==> src/design/sprite_entry_row_expander_top_assert.svh <==
// ----------------------------------------------------------------------------
// Sprite entry row expander: assertion macros
// Shared concurrent assertion forms, clocked on clk, quiet while rst is high.
// ----------------------------------------------------------------------------
`ifndef SPRITE_ENTRY_ROW_EXPANDER_TOP_ASSERT_SVH
`define SPRITE_ENTRY_ROW_EXPANDER_TOP_ASSERT_SVH

// Condition holds at every edge out of reset
`define SERE_ASSERT_ALWAYS(label, cond, msg) \
  label: assert property (@(posedge clk) disable iff (rst) (cond)) else $error(msg);

// Antecedent at one edge implies consequent at the next
`define SERE_ASSERT_NEXT(label, ante, cons, msg) \
  label: assert property (@(posedge clk) disable iff (rst) (ante) |=> (cons)) else $error(msg);

`endif

==> src/design/sere_pkg.sv <==
// ----------------------------------------------------------------------------
// sere_pkg
// Types and constants shared by the sprite entry row expander modules.
// ----------------------------------------------------------------------------
package sere_pkg;

  // Entry queue between front and back
  localparam int QUEUE_DEPTH = 2;
  localparam int QUEUE_AW    = 1;

  // Copies per row: (x,y), (x-512,y), (x,y+512), (x-512,y+512)
  localparam logic [1:0]  LAST_COPY    = 2'd3;
  localparam logic [10:0] WRAP_OFFSET  = 11'h200;
  localparam logic [10:0] Y_ORIGIN     = 11'h100;
  localparam logic [6:0]  PAL_MASK     = 7'h3e;
  localparam logic [6:0]  PAL_HOLE_FIX = 7'h60;
  localparam logic [7:0]  ROW_PITCH    = 8'd16;

  // Decoded sprite entry as held in the queue
  typedef struct packed {
    logic [15:0]        tile;
    logic [2:0]         rows_m1;
    logic               flip_x;
    logic               flip_y;
    logic               high_priority;
    logic [6:0]         palette;
    logic [9:0]         x_base;   // raw x + 1, 1..512
    logic signed [10:0] y_base;   // 256 - raw y
  } entry_t;

endpackage

==> src/design/sere_front.sv <==
// ----------------------------------------------------------------------------
// sere_front
// Accepts sprite list words, drops disabled entries and decodes the rest.
// ----------------------------------------------------------------------------
module sere_front
  import sere_pkg::*;
(
  input  logic       start,
  input  logic       busy,
  input  logic [7:0] attr_control,
  input  logic [7:0] y_low,
  input  logic [7:0] tile_high,
  input  logic [7:0] tile_low,
  input  logic [6:0] attr_colour,
  input  logic [7:0] x_low,
  output logic       push,
  output entry_t     entry
);

  logic [6:0] pal_raw;

  // Only enabled entries go to the queue
  assign push = start && !busy && attr_control[2];

  // Palette with the hole skipped
  assign pal_raw = attr_colour & PAL_MASK;

  always_comb begin
    entry.tile          = {tile_high, tile_low};
    entry.rows_m1       = attr_control[7:5];
    entry.flip_x        = attr_control[4];
    entry.flip_y        = attr_control[3];
    entry.high_priority = attr_colour[6];
    entry.palette       = pal_raw[5] ? (pal_raw ^ PAL_HOLE_FIX) : pal_raw;
    entry.x_base        = {1'b0, attr_colour[0], x_low} + 10'd1;
    entry.y_base        = Y_ORIGIN - {1'b0, attr_control[1:0], y_low};
  end

endmodule

==> src/design/sere_queue.sv <==
// ----------------------------------------------------------------------------
// sere_queue
// Short FIFO of decoded entries between the front and the back.
// ----------------------------------------------------------------------------
module sere_queue
  import sere_pkg::*;
(
  input  logic              clk,
  input  logic              rst,
  input  logic              push,
  input  entry_t            push_entry,
  input  logic              pop,
  output entry_t            head,
  output logic              empty,
  output logic              full,
  output logic [QUEUE_AW:0] count
);

  entry_t              slots [QUEUE_DEPTH];
  logic [QUEUE_AW-1:0] wr_ptr;
  logic [QUEUE_AW-1:0] rd_ptr;

  localparam logic [QUEUE_AW-1:0] PTR_MAX   = QUEUE_AW'(QUEUE_DEPTH - 1);
  localparam logic [QUEUE_AW:0]   COUNT_MAX = (QUEUE_AW + 1)'(QUEUE_DEPTH);

  assign empty = (count == '0);
  assign full  = (count == COUNT_MAX);
  assign head  = slots[rd_ptr];

  // Storage
  always_ff @(posedge clk) begin
    if (push) begin
      slots[wr_ptr] <= push_entry;
    end
  end

  // Pointers and fill level
  always_ff @(posedge clk) begin
    if (rst) begin
      wr_ptr <= '0;
      rd_ptr <= '0;
      count  <= '0;
    end else begin
      if (push) begin
        wr_ptr <= (wr_ptr == PTR_MAX) ? '0 : wr_ptr + 1'b1;
      end
      if (pop) begin
        rd_ptr <= (rd_ptr == PTR_MAX) ? '0 : rd_ptr + 1'b1;
      end
      if (push && !pop) begin
        count <= count + 1'b1;
      end else if (pop && !push) begin
        count <= count - 1'b1;
      end
    end
  end

endmodule

==> src/design/sere_back.sv <==
// ----------------------------------------------------------------------------
// sere_back
// Walks rows and wrap copies of the head entry, one registered command a cycle while the head is valid.
// ----------------------------------------------------------------------------
module sere_back
  import sere_pkg::*;
(
  input  logic               clk,
  input  logic               rst,
  input  entry_t             head,
  input  logic               head_valid,
  output logic               pop,
  output logic               strobe,
  output logic [16:0]        tile_code,
  output logic signed [10:0] pos_x,
  output logic signed [10:0] pos_y,
  output logic               flip_x,
  output logic               flip_y,
  output logic [6:0]         palette,
  output logic               high_priority,
  output logic               last
);

  logic [2:0]  row;
  logic [1:0]  copy;
  logic        row_done;
  logic        entry_done;
  logic [7:0]  row_drop;
  logic [10:0] x_copy;
  logic [10:0] y_row;

  assign row_done   = (copy == LAST_COPY);
  assign entry_done = row_done && (row == head.rows_m1);
  assign pop        = head_valid && entry_done;

  // Position of this copy
  assign row_drop = ({5'd0, row} + 8'd1) * ROW_PITCH;
  assign x_copy   = copy[0] ? (11'(head.x_base) - WRAP_OFFSET) : 11'(head.x_base);
  assign y_row    = head.y_base - 11'(row_drop) + (copy[1] ? WRAP_OFFSET : 11'd0);

  // Row / copy counters
  always_ff @(posedge clk) begin
    if (rst) begin
      row  <= '0;
      copy <= '0;
    end else if (head_valid) begin
      copy <= copy + 1'b1;
      if (entry_done) begin
        row <= '0;
      end else if (row_done) begin
        row <= row + 1'b1;
      end
    end
  end

  // Output word register
  always_ff @(posedge clk) begin
    if (rst) begin
      strobe <= 1'b0;
    end else begin
      strobe <= head_valid;
    end
  end

  always_ff @(posedge clk) begin
    if (head_valid) begin
      tile_code     <= {1'b0, head.tile} + {14'd0, row};
      pos_x         <= x_copy;
      pos_y         <= y_row;
      flip_x        <= head.flip_x;
      flip_y        <= head.flip_y;
      palette       <= head.palette;
      high_priority <= head.high_priority;
      last          <= entry_done;
    end
  end

endmodule

==> src/design/sprite_entry_row_expander_top.sv <==
// An accepted word is written into the entry queue; the back end expands its head
// entry into registered commands, one per cycle while the queue is not empty. An
// enabled H-row entry gives 4*H commands (up to 32); a disabled one gives none.
// busy rises only when the two-entry queue is full; commands carry no stall.
// Reset (rst, synchronous) empties the queue and clears the row/copy counters.
// ----------------------------------------------------------------------------
// sprite_entry_row_expander_top
// Expands sprite list entries into per-row, per-wrap-copy draw commands.
// ----------------------------------------------------------------------------
module sprite_entry_row_expander_top
  import sere_pkg::*;
(
  input  logic               clk,
  input  logic               rst,
  input  logic               start,
  output logic               busy,
  input  logic [7:0]         attr_control,
  input  logic [7:0]         y_low,
  input  logic [7:0]         tile_high,
  input  logic [7:0]         tile_low,
  input  logic [6:0]         attr_colour,
  input  logic [7:0]         x_low,
  output logic               strobe,
  output logic [16:0]        tile_code,
  output logic signed [10:0] pos_x,
  output logic signed [10:0] pos_y,
  output logic               flip_x,
  output logic               flip_y,
  output logic [6:0]         palette,
  output logic               high_priority,
  output logic               last
);

  logic              push;
  entry_t            push_entry;
  logic              pop;
  entry_t            head;
  logic              q_empty;
  logic              q_full;
  logic [QUEUE_AW:0] q_count;

  assign busy = q_full;

  // Front: accept and classify
  sere_front u_front (
    .start        (start),
    .busy         (busy),
    .attr_control (attr_control),
    .y_low        (y_low),
    .tile_high    (tile_high),
    .tile_low     (tile_low),
    .attr_colour  (attr_colour),
    .x_low        (x_low),
    .push         (push),
    .entry        (push_entry)
  );

  // Entry queue
  sere_queue u_queue (
    .clk        (clk),
    .rst        (rst),
    .push       (push),
    .push_entry (push_entry),
    .pop        (pop),
    .head       (head),
    .empty      (q_empty),
    .full       (q_full),
    .count      (q_count)
  );

  // Back: command expansion
  sere_back u_back (
    .clk           (clk),
    .rst           (rst),
    .head          (head),
    .head_valid    (!q_empty),
    .pop           (pop),
    .strobe        (strobe),
    .tile_code     (tile_code),
    .pos_x         (pos_x),
    .pos_y         (pos_y),
    .flip_x        (flip_x),
    .flip_y        (flip_y),
    .palette       (palette),
    .high_priority (high_priority),
    .last          (last)
  );

  // Checks
`include "sprite_entry_row_expander_top_assert.svh"

  `SERE_ASSERT_ALWAYS(a_count_bound, q_count <= (QUEUE_AW + 1)'(QUEUE_DEPTH), "queue overfilled")
  `SERE_ASSERT_NEXT(a_emit_when_queued, !q_empty, strobe, "queued entry not expanded")
  `SERE_ASSERT_NEXT(a_no_idle_emit, q_empty, !strobe, "command without a queued entry")
  `SERE_ASSERT_NEXT(a_entry_contiguous, strobe && !last, strobe, "entry commands interrupted")

endmodule
==> config.mk <==
export PLATFORM = sky130hd
export DESIGN_NAME = sprite_entry_row_expander_top
export DESIGN_NICKNAME = d
export VERILOG_FILES = /design/src/design/sere_pkg.sv /design/src/design/sere_front.sv /design/src/design/sere_queue.sv /design/src/design/sere_back.sv /design/src/design/sprite_entry_row_expander_top.sv
export VERILOG_INCLUDE_DIRS = /design/src /design/src/design
export SDC_FILE = /design/constraint.sdc
export NUM_CORES = 1
export LEC_CHECK = 0
export BUFFER_PORTS_ARGS = -buffer_cell sky130_fd_sc_hd__buf_2
export CAP_MARGIN = 5
export CORE_MARGIN = 1.5
export CORE_UTILIZATION = 41
export DETAILED_ROUTE_END_ITERATION = 10
export SYNTH_ARGS = -nofsm -noshare
export SYNTH_HDL_FRONTEND = slang
export SYNTH_SLANG_ARGS = --single-unit
==> constraint.sdc <==
create_clock -name clk -period 8.95 [get_ports clk]
set_clock_uncertainty 0.1 [all_clocks]
set_input_delay 1.3425 -clock clk [delete_from_list [all_inputs] [get_ports clk]]
set_output_delay 1.3425 -clock clk [all_outputs]
set_load 0.1 [all_outputs]
==> results.cfg <==
[yosys]
async_reset_ff_share_pct = 0
synth_cell_types = 45
synth_warnings = 0
synth_compound_area_share_pct = 3.13
syn_inst = 423
synth-edff-count = 144
synth-adder-area-share_pct = 4.29
synthTopCellsByArea = edfxtp_1 66%, mux2_2 4.8%, ha_1 4.0%
synthFlopType = edfxtp_1
seq_area_frac_synth_pct = 68.9
ys_ff_latch = 155
syn_area_sq_um = 6600
synth_top_area_share_pct = 65.6
synthSimpleGateAreaFrac_pct = 7.61
syn_area_per_cell_sq_um = 15.6
synth_mux_area_share_pct = 7.97
synth_top_family_by_area = multiplexers
synth_xor_area_share_pct = 6.24
synth.largest_area_cell = edfxtp_1

[sta]
period_share_pct = 37.4
period_minus_slack_ps = 3350
finalSetupViolCount = 0
grt_setup_unrepaired = no
worstMarginPinSlew_ps = 1100
slew_violations = 0
fin_setup_tns_ps = 0
maxSlewHeadroom_pct = 26.6
max_freq_mhz = 298
hold_violations = 0

[placed_design]
port_buffers = 99
hpwl_microns = 7840
gp_congestion = 0.788

[floorplanning]
die_w_microns = 130
io_pins = 102
core_area_sq_um = 15800
die_area_sq_um = 16900
dieHeight_microns = 130
start_util_pct = 41.7
num_rows = 46

[pwr]
peakVddDrop_uv = 138
power.leakage_nw = 2.85
p_comb_share_pct = 16.0
switching_share_pct = 28.6
power_density_nw_per_um2 = 238
seq_power_share_pct = 46.0
switchingPower_mw = 0.538
p_int_mw = 1.34
pwr-share-clk_pct = 38.0

[clock_network]
hold_buffers = 0
htree_levels = 4
cts_buffer_depth = 2
cts_resized = 0
insertion_delay_ps = 420
cts_sinks = 155
cts.clk_slew.worst_paths_ps = 60
ctsRootBufferMaster = clkbuf_16
cts_tree = yes
post_cts.repair.setup_buffers = 0
cts_buffers = 17

[drt]
via_count = 3710
totalWireLength_microns = 11400
drt_iter0_markers = 190
antenna_left = 0
wl_per_cell_microns = 14.9
route.detailed.drc = 0
dr.pass1.iters = 7
via_per_inst = 4.86

[global_routing]
grt.overflow.total = 0
grt_use_met2_pct = 24.7
grt_pass1_vias = 3713
gr-usage-met3_pct = 3.94
grt_usage_pct = 14.6
grt_pass1_wl_microns = 17900
antenna_found_initial = 0
busiest_layer = met2
met1_usage_pct = 16.7
grt_max_degree = 50

[worst_setup_path]
cp-end-kind = flip-flop
cp.required_ps = 9000
cp_slowest_stage_delay_ps = 660
r2r_setup_slack_ps = 5600
worst-setup-path-type = reg2reg
crit_chain = buf_4 > mux2_2 > ha_1 > fa_1 > a21oi_1 > nor3_2 > nand3_1 > xor2_1 > mux2i_1
reg2reg_depth = 9
path_max_fanout = 40
cp-start-kind = flip-flop
timing.rr.end = u_back.tile_code[8]
slowest_stage = dfxtp_2
critPathArrivalTime_ps = 3400

[worst_hold_path]
worstHoldPathCells = 2
min_to = u_back.copy[1]
holdCritPathClass = reg2reg
min_from = u_back.copy[1]

[cells_and_area]
area_delta_synth_final_pct = 20.0
drive_above_1_share_pct = 30.9
final_nets = 607
num_antenna_cells = 0
utilization_pct = 50.0

[status]
outcome = finished clean

[job]
max_cap_viol_count = 0
[layout by cell type (no fill, tap or decap), drive strengths merged, types with 12 or more instances in the layout]
| cell | netlist | layout |
|---|---|---|
| buf | 9 | 102 |
| xnor2 | 23 | 23 |
| nand2 | 25 | 25 |
| nand3 | 19 | 19 |
| nor2 | 19 | 19 |
| mux2i | 21 | 21 |
| mux2 | 28 | 28 |
| a21oi | 12 | 12 |
| clkbuf | 1 | 17 |
| edfxtp | 144 | 144 |
| inv | 12 | 15 |
| ha | 21 | 21 |
| xor2 | 24 | 24 |
[cell families after synthesis]
kind of cell / Yosys count
XOR/XNOR: 47
other: 1
adder cells (fa/ha/maj): 22
AO/OA/AOI/OAI: 33
multiplexers: 49
AND/OR/NAND/NOR: 94
flip-flops: 155
buffers and inverters: 22
[worst max-delay path, delay by kind of cell (launching register included)]
| family | cells | cell delay [ps] |
|---|---|---|
| AO/OA/AOI/OAI | 1 | 220 |
| XOR/XNOR | 1 | 150 |
| adder cells (fa/ha/maj) | 2 | 630 |
| buffers and inverters | 1 | 560 |
| flip-flops | 1 | 660 |
| multiplexers | 2 | 480 |
| AND/OR/NAND/NOR | 2 | 270 |
[per-layer routing]
layer / wire length, microns / vias to the layer above
li1: - / 1810
met1: 4730 / 1788
met2: 5850 / 96
met3: 618 / 16
met4: 195 / 0
met5: 0 / -
[state kept, by name (all words and copies together) (netlist names), named ones only]
register	cells
u_queue.count	2
u_queue.wr_ptr	1
u_back.palette	5
u_back.flip_x	1
u_back.pos_x	11
u_back.last	1
u_back.pos_y	11
u_back.copy	2
u_back.tile_code	17
u_queue.slots	96
u_back.flip_y	1
u_back.strobe	1
u_back.high_priority	1
u_queue.rd_ptr	1
u_back.row	3
[final cells by class]
cell class | count | area (sq um)
tap | 216 | 270
clock buffer | 17 | 425
clock inverter | 14 | 170
timing repair buffer | 102 | 518
inverter | 12 | 45.0
sequential | 155 | 4550
multi-input combinational | 247 | 1940
fill | 1375 | 7910
[worst max-delay path by stage]
stage               depth (start not counted)  slack (ps)            start                   end
CTS                                         9        5530        flip-flop   u_back.tile_code[8]
global route                                9        5300        flip-flop  u_back.tile_code[12]
floorplan                                   2        3660  attr_control[2]   u_queue.slots[0][0]
detailed placement                          9        5540        flip-flop  u_back.tile_code[12]
finish                                      9        5600        flip-flop   u_back.tile_code[8]
global placement                            9        5600        flip-flop  u_back.tile_code[12]
[Yosys cell counts (5+ instances only)]
master and number:
a21oi_1 12, buf_2 5, dfxtp_1 11, edfxtp_1 144, ha_1 21, inv_1 12, mux2_2 28, mux2i_1 21
nand2_1 25, nand3_1 17, nor2_1 19, nor2b_1 5, o21ai_0 6, xnor2_1 23, xor2_1 24
[per-stage QoR]
step | hold slack [ps] | power [mW] | setup slack (ps) | cell area, sq um | std cells
floorplan | 349 | 1.12 | 3660 | 6600 | 424
global placement | 367 | 1.18 | 5600 | 7320 | 732
detailed placement | 375 | 1.18 | 5540 | 7320 | 732
CTS | 383 | 1.90 | 5530 | 7920 | 763
global route | 406 | 1.95 | 5300 | 7920 | 763
finish | 374 | 1.88 | 5600 | 7920 | 763
[power groups by stage]
stage	clock [mW]	combinational, mW	sequential [mW]
after floorplan	0	0.0760	1.05
after global placement	0	0.299	0.879
after detailed placement	0	0.304	0.880
after CTS	0.733	0.305	0.865
after global routing	0.766	0.318	0.869
final	0.715	0.301	0.864
Power figures use the tool's default switching activity.
